--- src/rtl/assert_macros.svh ---
// ----------------------------------------------------------------------------
// assert_macros.svh
// Assertion wrappers: active in simulation, empty for synthesis.
// ----------------------------------------------------------------------------
`ifndef ASSERT_MACROS_SVH
`define ASSERT_MACROS_SVH

`ifndef SYNTHESIS

// Clocked check, masked while reset is asserted
`define ASSERT_CLK(lbl, prop, msg) \
  lbl: assert property (@(posedge clk) disable iff (!rst_n) prop) else $error(msg);

// Clocked check that also runs through reset
`define ASSERT_RST(lbl, prop, msg) \
  lbl: assert property (@(posedge clk) prop) else $error(msg);

`else

`define ASSERT_CLK(lbl, prop, msg)
`define ASSERT_RST(lbl, prop, msg)

`endif

`endif

--- src/rtl/fbd_pkg.sv ---
// ----------------------------------------------------------------------------
// fbd_pkg
// Constants, tables and helper functions for the 16-bit Feistel decryptor.
// ----------------------------------------------------------------------------
package fbd_pkg;

  localparam int unsigned BLK_W  = 16;
  localparam int unsigned HALF_W = 8;
  localparam int unsigned KEY_W  = 12;
  localparam int unsigned ROUNDS = 4;

  typedef logic [BLK_W-1:0]  blk_t;
  typedef logic [HALF_W-1:0] half_t;
  typedef logic [KEY_W-1:0]  key_t;
  typedef logic [4:0]        perm_tbl_t [BLK_W];

  // Per-round left rotation of the key, always from the configured key
  localparam int unsigned ROT_SCHED [4] = '{6, 4, 2, 1};

  // Bit tables numbered 1..16 from the MSB; output bit i takes input bit tbl[i]
  localparam perm_tbl_t PERM_FWD = '{5'd8, 5'd13, 5'd4, 5'd9, 5'd16, 5'd5, 5'd12, 5'd1,
                                     5'd7, 5'd14, 5'd3, 5'd10, 5'd15, 5'd6, 5'd11, 5'd2};
  localparam perm_tbl_t PERM_INV = '{5'd8, 5'd16, 5'd11, 5'd3, 5'd6, 5'd14, 5'd9, 5'd1,
                                     5'd4, 5'd12, 5'd15, 5'd7, 5'd2, 5'd10, 5'd13, 5'd5};

  // Shared 4x16 S-box, row-major
  localparam logic [3:0] SBOX [64] = '{
    4'd14, 4'd4,  4'd13, 4'd1,  4'd2,  4'd15, 4'd11, 4'd8,
    4'd3,  4'd10, 4'd6,  4'd12, 4'd5,  4'd9,  4'd0,  4'd7,
    4'd0,  4'd15, 4'd7,  4'd4,  4'd14, 4'd2,  4'd13, 4'd1,
    4'd10, 4'd6,  4'd12, 4'd11, 4'd9,  4'd5,  4'd3,  4'd8,
    4'd4,  4'd1,  4'd14, 4'd8,  4'd13, 4'd6,  4'd2,  4'd11,
    4'd15, 4'd12, 4'd9,  4'd7,  4'd3,  4'd10, 4'd5,  4'd0,
    4'd15, 4'd12, 4'd8,  4'd2,  4'd4,  4'd9,  4'd1,  4'd7,
    4'd5,  4'd11, 4'd3,  4'd14, 4'd10, 4'd0,  4'd6,  4'd13};

  // Fixed bit permutation of a block
  function automatic blk_t permute16(input blk_t x, input perm_tbl_t tbl);
    blk_t       y;
    logic [3:0] src;
    y = '0;
    for (int i = 0; i < BLK_W; i++) begin
      src = 4'(5'd16 - tbl[i]);
      y[BLK_W-1-i] = x[src];
    end
    return y;
  endfunction

  // 12-bit rotate left by a constant amount
  function automatic key_t rotl_key(input key_t k, input int unsigned n);
    logic [2*KEY_W-1:0] d;
    d = {k, k} << n;
    return d[2*KEY_W-1:KEY_W];
  endfunction

  // Row from outer bits, column from the middle four
  function automatic logic [3:0] sbox6(input logic [5:0] v);
    return SBOX[{v[5], v[0], v[4:1]}];
  endfunction

endpackage

--- src/rtl/feistel16_block_decrypt.sv ---
// ----------------------------------------------------------------------------
// feistel16_block_decrypt
// 16-bit block decryptor with a 12-bit key, one word per cycle when not stalled.
// ----------------------------------------------------------------------------
//  Channel | Direction | Handshake          | Payload
//  --------+-----------+--------------------+---------------------------
//  in_     | input     | in_valid/in_stall  | in_cipher_block   [15:0]
//  out_    | output    | out_valid/out_stall| out_plain_block   [15:0]
//  cfg_    | input     | cfg_we             | cfg_cipher_key    [11:0]
//
//  A word passes the input register, then all rounds in one pass into
//  the result register. One word is taken every cycle unless in_stall is
//  high; the round chain sets the clock period. Synchronous reset clears
//  the valid flags and the key. A stall on the result side backs up into
//  in_stall in the same cycle once both registers hold a word.
// ----------------------------------------------------------------------------
`include "assert_macros.svh"

module feistel16_block_decrypt
  import fbd_pkg::*;
(
  input  logic clk,
  input  logic rst_n,
  input  logic in_valid,
  output logic in_stall,
  input  blk_t in_cipher_block,
  output logic out_valid,
  input  logic out_stall,
  output blk_t out_plain_block,
  input  logic cfg_we,
  input  key_t cfg_cipher_key
);

  key_t cipher_key_r;
  logic s1_valid_r, s1_valid_nxt;
  blk_t s1_block_r;
  logic out_valid_r, out_valid_nxt;
  blk_t out_block_r;
  logic s2_adv;
  blk_t plain_w;

  // Key register
  always_ff @(posedge clk) begin
    if (!rst_n) begin
      cipher_key_r <= '0;
    end else if (cfg_we) begin
      cipher_key_r <= cfg_cipher_key;
    end
  end

  // Pipeline advance
  assign s2_adv   = !out_valid_r || !out_stall;
  assign in_stall = s1_valid_r && !s2_adv;

  always_comb begin
    s1_valid_nxt  = in_stall ? s1_valid_r : in_valid;
    out_valid_nxt = s2_adv ? s1_valid_r : out_valid_r;
  end

  // Input register
  always_ff @(posedge clk) begin
    if (!rst_n) begin
      s1_valid_r <= 1'b0;
    end else begin
      s1_valid_r <= s1_valid_nxt;
    end
  end

  always_ff @(posedge clk) begin
    if (in_valid && !in_stall) begin
      s1_block_r <= in_cipher_block;
    end
  end

  // Decrypt
  fbd_datapath u_datapath (
    .blk_in  (s1_block_r),
    .key     (cipher_key_r),
    .blk_out (plain_w)
  );

  // Result register
  always_ff @(posedge clk) begin
    if (!rst_n) begin
      out_valid_r <= 1'b0;
    end else begin
      out_valid_r <= out_valid_nxt;
    end
  end

  always_ff @(posedge clk) begin
    if (s2_adv && s1_valid_r) begin
      out_block_r <= plain_w;
    end
  end

  assign out_valid       = out_valid_r;
  assign out_plain_block = out_block_r;

  // Checks
  `ASSERT_RST(a_reset_clears, !rst_n |=> !s1_valid_r && !out_valid_r, "valid after reset")
  `ASSERT_CLK(a_in_lands, in_valid && !in_stall |=> s1_valid_r, "accepted word lost")
  `ASSERT_CLK(a_moves_on, s1_valid_r && s2_adv |=> out_valid_r, "word not passed on")
  `ASSERT_CLK(a_s1_holds, s1_valid_r && !s2_adv |=> s1_valid_r && $stable(s1_block_r),
              "held word changed")

endmodule

--- src/rtl/fbd_round.sv ---
// ----------------------------------------------------------------------------
// fbd_round
// Feistel round function: expand the right half, mix in the key, substitute.
// ----------------------------------------------------------------------------
module fbd_round
  import fbd_pkg::*;
(
  input  half_t right,
  input  key_t  round_key,
  output half_t f_out
);

  key_t expd;
  key_t mixed;

  // Expansion {r0,r6,r7..r0,r7,r1}, then key mix
  assign expd  = {right[0], right[6], right, right[7], right[1]};
  assign mixed = expd ^ round_key;

  // Two S-box lookups, upper half gives the upper nibble
  assign f_out = {sbox6(mixed[11:6]), sbox6(mixed[5:0])};

endmodule

--- src/rtl/fbd_datapath.sv ---
// ----------------------------------------------------------------------------
// fbd_datapath
// Single-pass decrypt: initial permutation, unrolled rounds, inverse permutation.
// ----------------------------------------------------------------------------
module fbd_datapath
  import fbd_pkg::*;
(
  input  blk_t blk_in,
  input  key_t key,
  output blk_t blk_out
);

  blk_t  ip_blk;
  half_t left_s  [ROUNDS+1];
  half_t right_s [ROUNDS+1];

  // Initial permutation and split
  assign ip_blk     = permute16(blk_in, PERM_FWD);
  assign left_s[0]  = ip_blk[BLK_W-1:HALF_W];
  assign right_s[0] = ip_blk[HALF_W-1:0];

  // One round stage per schedule entry
  for (genvar i = 0; i < ROUNDS; i++) begin : g_round
    half_t f;

    fbd_round u_round (
      .right     (right_s[i]),
      .round_key (rotl_key(key, ROT_SCHED[i % 4])),
      .f_out     (f)
    );

    if (i == ROUNDS - 1) begin : g_last
      // final round keeps the halves in place
      assign left_s[i+1]  = left_s[i] ^ f;
      assign right_s[i+1] = right_s[i];
    end else begin : g_swap
      assign left_s[i+1]  = right_s[i];
      assign right_s[i+1] = left_s[i] ^ f;
    end
  end

  // Inverse permutation
  assign blk_out = permute16({left_s[ROUNDS], right_s[ROUNDS]}, PERM_INV);

endmodule
--- config.mk ---
export PLATFORM = sky130hd
export DESIGN_NAME = feistel16_block_decrypt
export DESIGN_NICKNAME = d
export VERILOG_FILES = /design/src/rtl/fbd_pkg.sv /design/src/rtl/feistel16_block_decrypt.sv /design/src/rtl/fbd_round.sv /design/src/rtl/fbd_datapath.sv
export VERILOG_INCLUDE_DIRS = /design/src /design/src/rtl
export SDC_FILE = /design/constraint.sdc
export NUM_CORES = 1
export LEC_CHECK = 0
export BUFFER_PORTS_ARGS = -buffer_cell sky130_fd_sc_hd__buf_2
export CAP_MARGIN = 20
export CORE_MARGIN = 4
export CORE_UTILIZATION = 30
export DETAILED_ROUTE_END_ITERATION = 7
export PLACE_DENSITY = 0.56
export SLEW_MARGIN = 20
export SYNTH_ARGS = -nofsm -noshare
export SYNTH_HDL_FRONTEND = slang
export SYNTH_SLANG_ARGS = --single-unit
--- constraint.sdc ---
create_clock -name clk -period 17.35 [get_ports clk]
set_input_delay 1.735 -clock clk [delete_from_list [all_inputs] [get_ports clk]]
set_output_delay 1.735 -clock clk [all_outputs]
set_load 0.01 [all_outputs]
==> impl_results.md <==
* Part of the cycle the worst path needs at 0.534
* Most frequent cells in the layout: nor2_1 (93), mux2i_1 (89), nand2_1 (73)
* Share of layout cells above drive strength 1 at 0.143
* Max-cap viol count at 0
* Clock Skew at between 0.01 and 0.015 ns
* Fraction of the mapped netlist area in compound gates at 0.252
* Synthesized area per cell at 8.04 µm²
* Core area at 0.0316 mm²
* Post-route DRC at 0
* Reg2reg setup slack at 8.08 ns
* Mapped Cells at 1198
* Grt ovf at 0
* Worst Path Arrival at just over 9 ns
* CP Capture Type: flip-flop
* Post-synthesis simple-gate area fraction at 0.197
* Mux contribution to synthesized area at 0.137
* Top delay family on crit path: multiplexers
* CTS Hold Bufs at 0
* Reg-to-Reg Start: cipher_key_r[7]$_SDFFE_PN0P_
* Fin. Hold Viols at 0
* Syn Nets at between 1000 and 1500
* CTS Buffer Depth at 2
* Outcome: completed
* Xor-xnor portion of the synthesized cell area at 0.152
* Routed wire length at between 20000 and 30000 µm
* Depth of the CTS H-tree at 2
* I/O pin count at between 50 and 60
* Crit path launch: cipher_key_r[7]$_SDFFE_PN0P_
* Initial antenna violation count at 0
* Routability cong. at 0.901
* RSZ-0062 raised after global routing: false
* Buffers & Inverters on Critical Path at 7
* Hpwl dp at ~21000 µm
* Initial Utilization at 0.304
* Vias in the first global route at around 8700
* Tmin final at roughly 9.3 ns
* Post_cts resized at 0
* Clock Latency Late Sink at approximately 0.32 ns
* Clk slew on worst S/H paths at about 0.080 ns
* Slew Limit Fails at 0
* Worst Min Path Start: cipher_key_r[6]$_SDFFE_PN0P_
* DIE AREA at around 0.035 mm²
* Overall die height at between 150 and 200 µm
* Worst Hold Class: flip-flop to flip-flop
* Setup total negative slack at 0 ns
* Root Buffer: clkbuf_16
* Setup CP Type: flip-flop to flip-flop
* Vias post-DR at between 9000 and 10000
* Post-synth EDFFs at 32
* Num rows at 65
* Main combinational cell family by area after synthesis: compound AO/OA/AOI/OAI gates
* Critical-path top delay cell: dfxtp_1
* Drt pass-1 iters at 6
* Worst setup SP type: flip-flop
* Number of setup violations in the final report at 0
* Hold_ws at 0.528 ns
* CP max stage delay at ~0.75 ns
* Yosys reg bits at 46
* Die W at between 150 and 200 µm
* Clk sinks at 46
* Adder-cell share of the synthesized area at 0.0540
* Fraction of registers with async set/reset at 0
* Worst slew pin tran at between 1 and 1.5 ns
* Register area share after synthesis at 0.129
* Drt first-iter violations at roughly 1100
* Warnings from Yosys at 0
* Wirelength per Cell at 18.8 µm
* Drt via density at a little under 6
* Worst EP required at 17.41 ns
* Number of port buffers at 50
* Synthesized cell area at a little under 0.01 mm²
* Number of CTS-inserted buffers at 5
* Antenna viol nets, final at 0
* Commonest non-fill, non-tap cell in the layout: nor2_1
* ANT cells at 0
* Crit path max fanout at 16
* Unique cell type count in the Yosys netlist at ~110
* CP most frequent cell: ha_1
* Tot GR Track Use at 0.164
* Setup bufs post-CTS at 0
* CTS tree: built
* Max-slew headroom at 0.291
* Ys flop type: edfxtp_1
* Global-route wire length before repair at 48300 µm
* Fmax at between 100 and 150 MHz
* Area delta synth->final at 5.97%
* Largest net degree at the start of global routing at 43
* Final net count at between 1000 and 1500
[per-stage QoR]
step                      setup slack, ns  instance area (µm²)  utilization  std cells
after floorplan                      9.80                 9630            -       1198
after global placement               8.14                10000        0.316       1566
after detailed placement             8.23                10000        0.317       1567
after CTS                            8.15                10200        0.323       1575
after global routing                 7.42                10200        0.323       1575
final                                8.08                10200        0.323       1575
[cells in the mapped netlist (12+ instances only)]
| master | instances | area, µm² |
|---|---|---|
| a2111oi_0 | 13 | 114 |
| a211oi_1 | 15 | 113 |
| a21oi_1 | 63 | 315 |
| a31oi_1 | 12 | 75.1 |
| buf_2 | 34 | 170 |
| buf_4 | 20 | 150 |
| clkbuf_1 | 41 | 154 |
| dfxtp_1 | 14 | 280 |
| edfxtp_1 | 32 | 961 |
| ha_1 | 40 | 500 |
| inv_1 | 36 | 135 |
| mux2i_1 | 89 | 891 |
| mux4_2 | 12 | 270 |
| nand2_1 | 73 | 274 |
| nand3_1 | 39 | 195 |
| nand4_1 | 14 | 87.6 |
| nor2_1 | 94 | 353 |
| nor2b_1 | 20 | 125 |
| nor3_1 | 42 | 210 |
| nor4_1 | 18 | 113 |
| o211ai_1 | 28 | 210 |
| o21ai_0 | 52 | 260 |
| o21ai_1 | 17 | 85.1 |
| xnor2_1 | 67 | 587 |
| xor2_1 | 27 | 236 |
[registers in the layout (all words and copies together) (netlist names)]
signal	cells
out_plain_block	16
s1_block_r	16
cipher_key_r	12
out_valid	1
s1_valid_r	1
[layer usage]
metal / track usage / share of wire / vias to the layer above / routed length [µm]
li1: - / - / 4475 / -
met1: 0.233 / 0.46 / 4532 / 13800
met4: 0.0350 / 0.017 / 0 / 495
met2: 0.269 / 0.47 / 322 / 13900
met5: 0 / 0 / - / 0
met3: 0.0198 / 0.050 / 33 / 1480
[path summary, 6_finish.rpt]
kind                                   end  cells past startpoint
min reg2reg   cipher_key_r[6]$_SDFFE_PN0P_                      2
max reg2reg  out_plain_block[15]$_DFFE_PP_                     32
max          out_plain_block[15]$_DFFE_PP_                     32
min           cipher_key_r[6]$_SDFFE_PN0P_                      2
[layout make-up]
cell class | count | area (µm²)
multi-input combinational | 996 | 7650
tap | 402 | 503
clock inverter | 2 | 38.8
clock buffer | 6 | 150
fill | 3276 | 21400
sequential | 46 | 1240
timing repair buffer | 77 | 450
inverter | 46 | 175
[logic make-up after synthesis]
family,count (synthesis)
AO/OA/AOI/OAI,342
XOR/XNOR,126
adder cells (fa/ha/maj),42
buffers and inverters,156
flip-flops,46
multiplexers,112
AND/OR/NAND/NOR,374
[worst min-delay path: cells and delay by family (launching register included)]
| family | cells | cell delay [ns] |
|---|---|---|
| muxes | 1 | 0.12 |
| DFF | 1 | 0.32 |
| and+or+nand+nor | 1 | 0.05 |
Power is not shown: default switching activity piles up to over one toggle a cycle in this logic, so the estimate is an artifact.
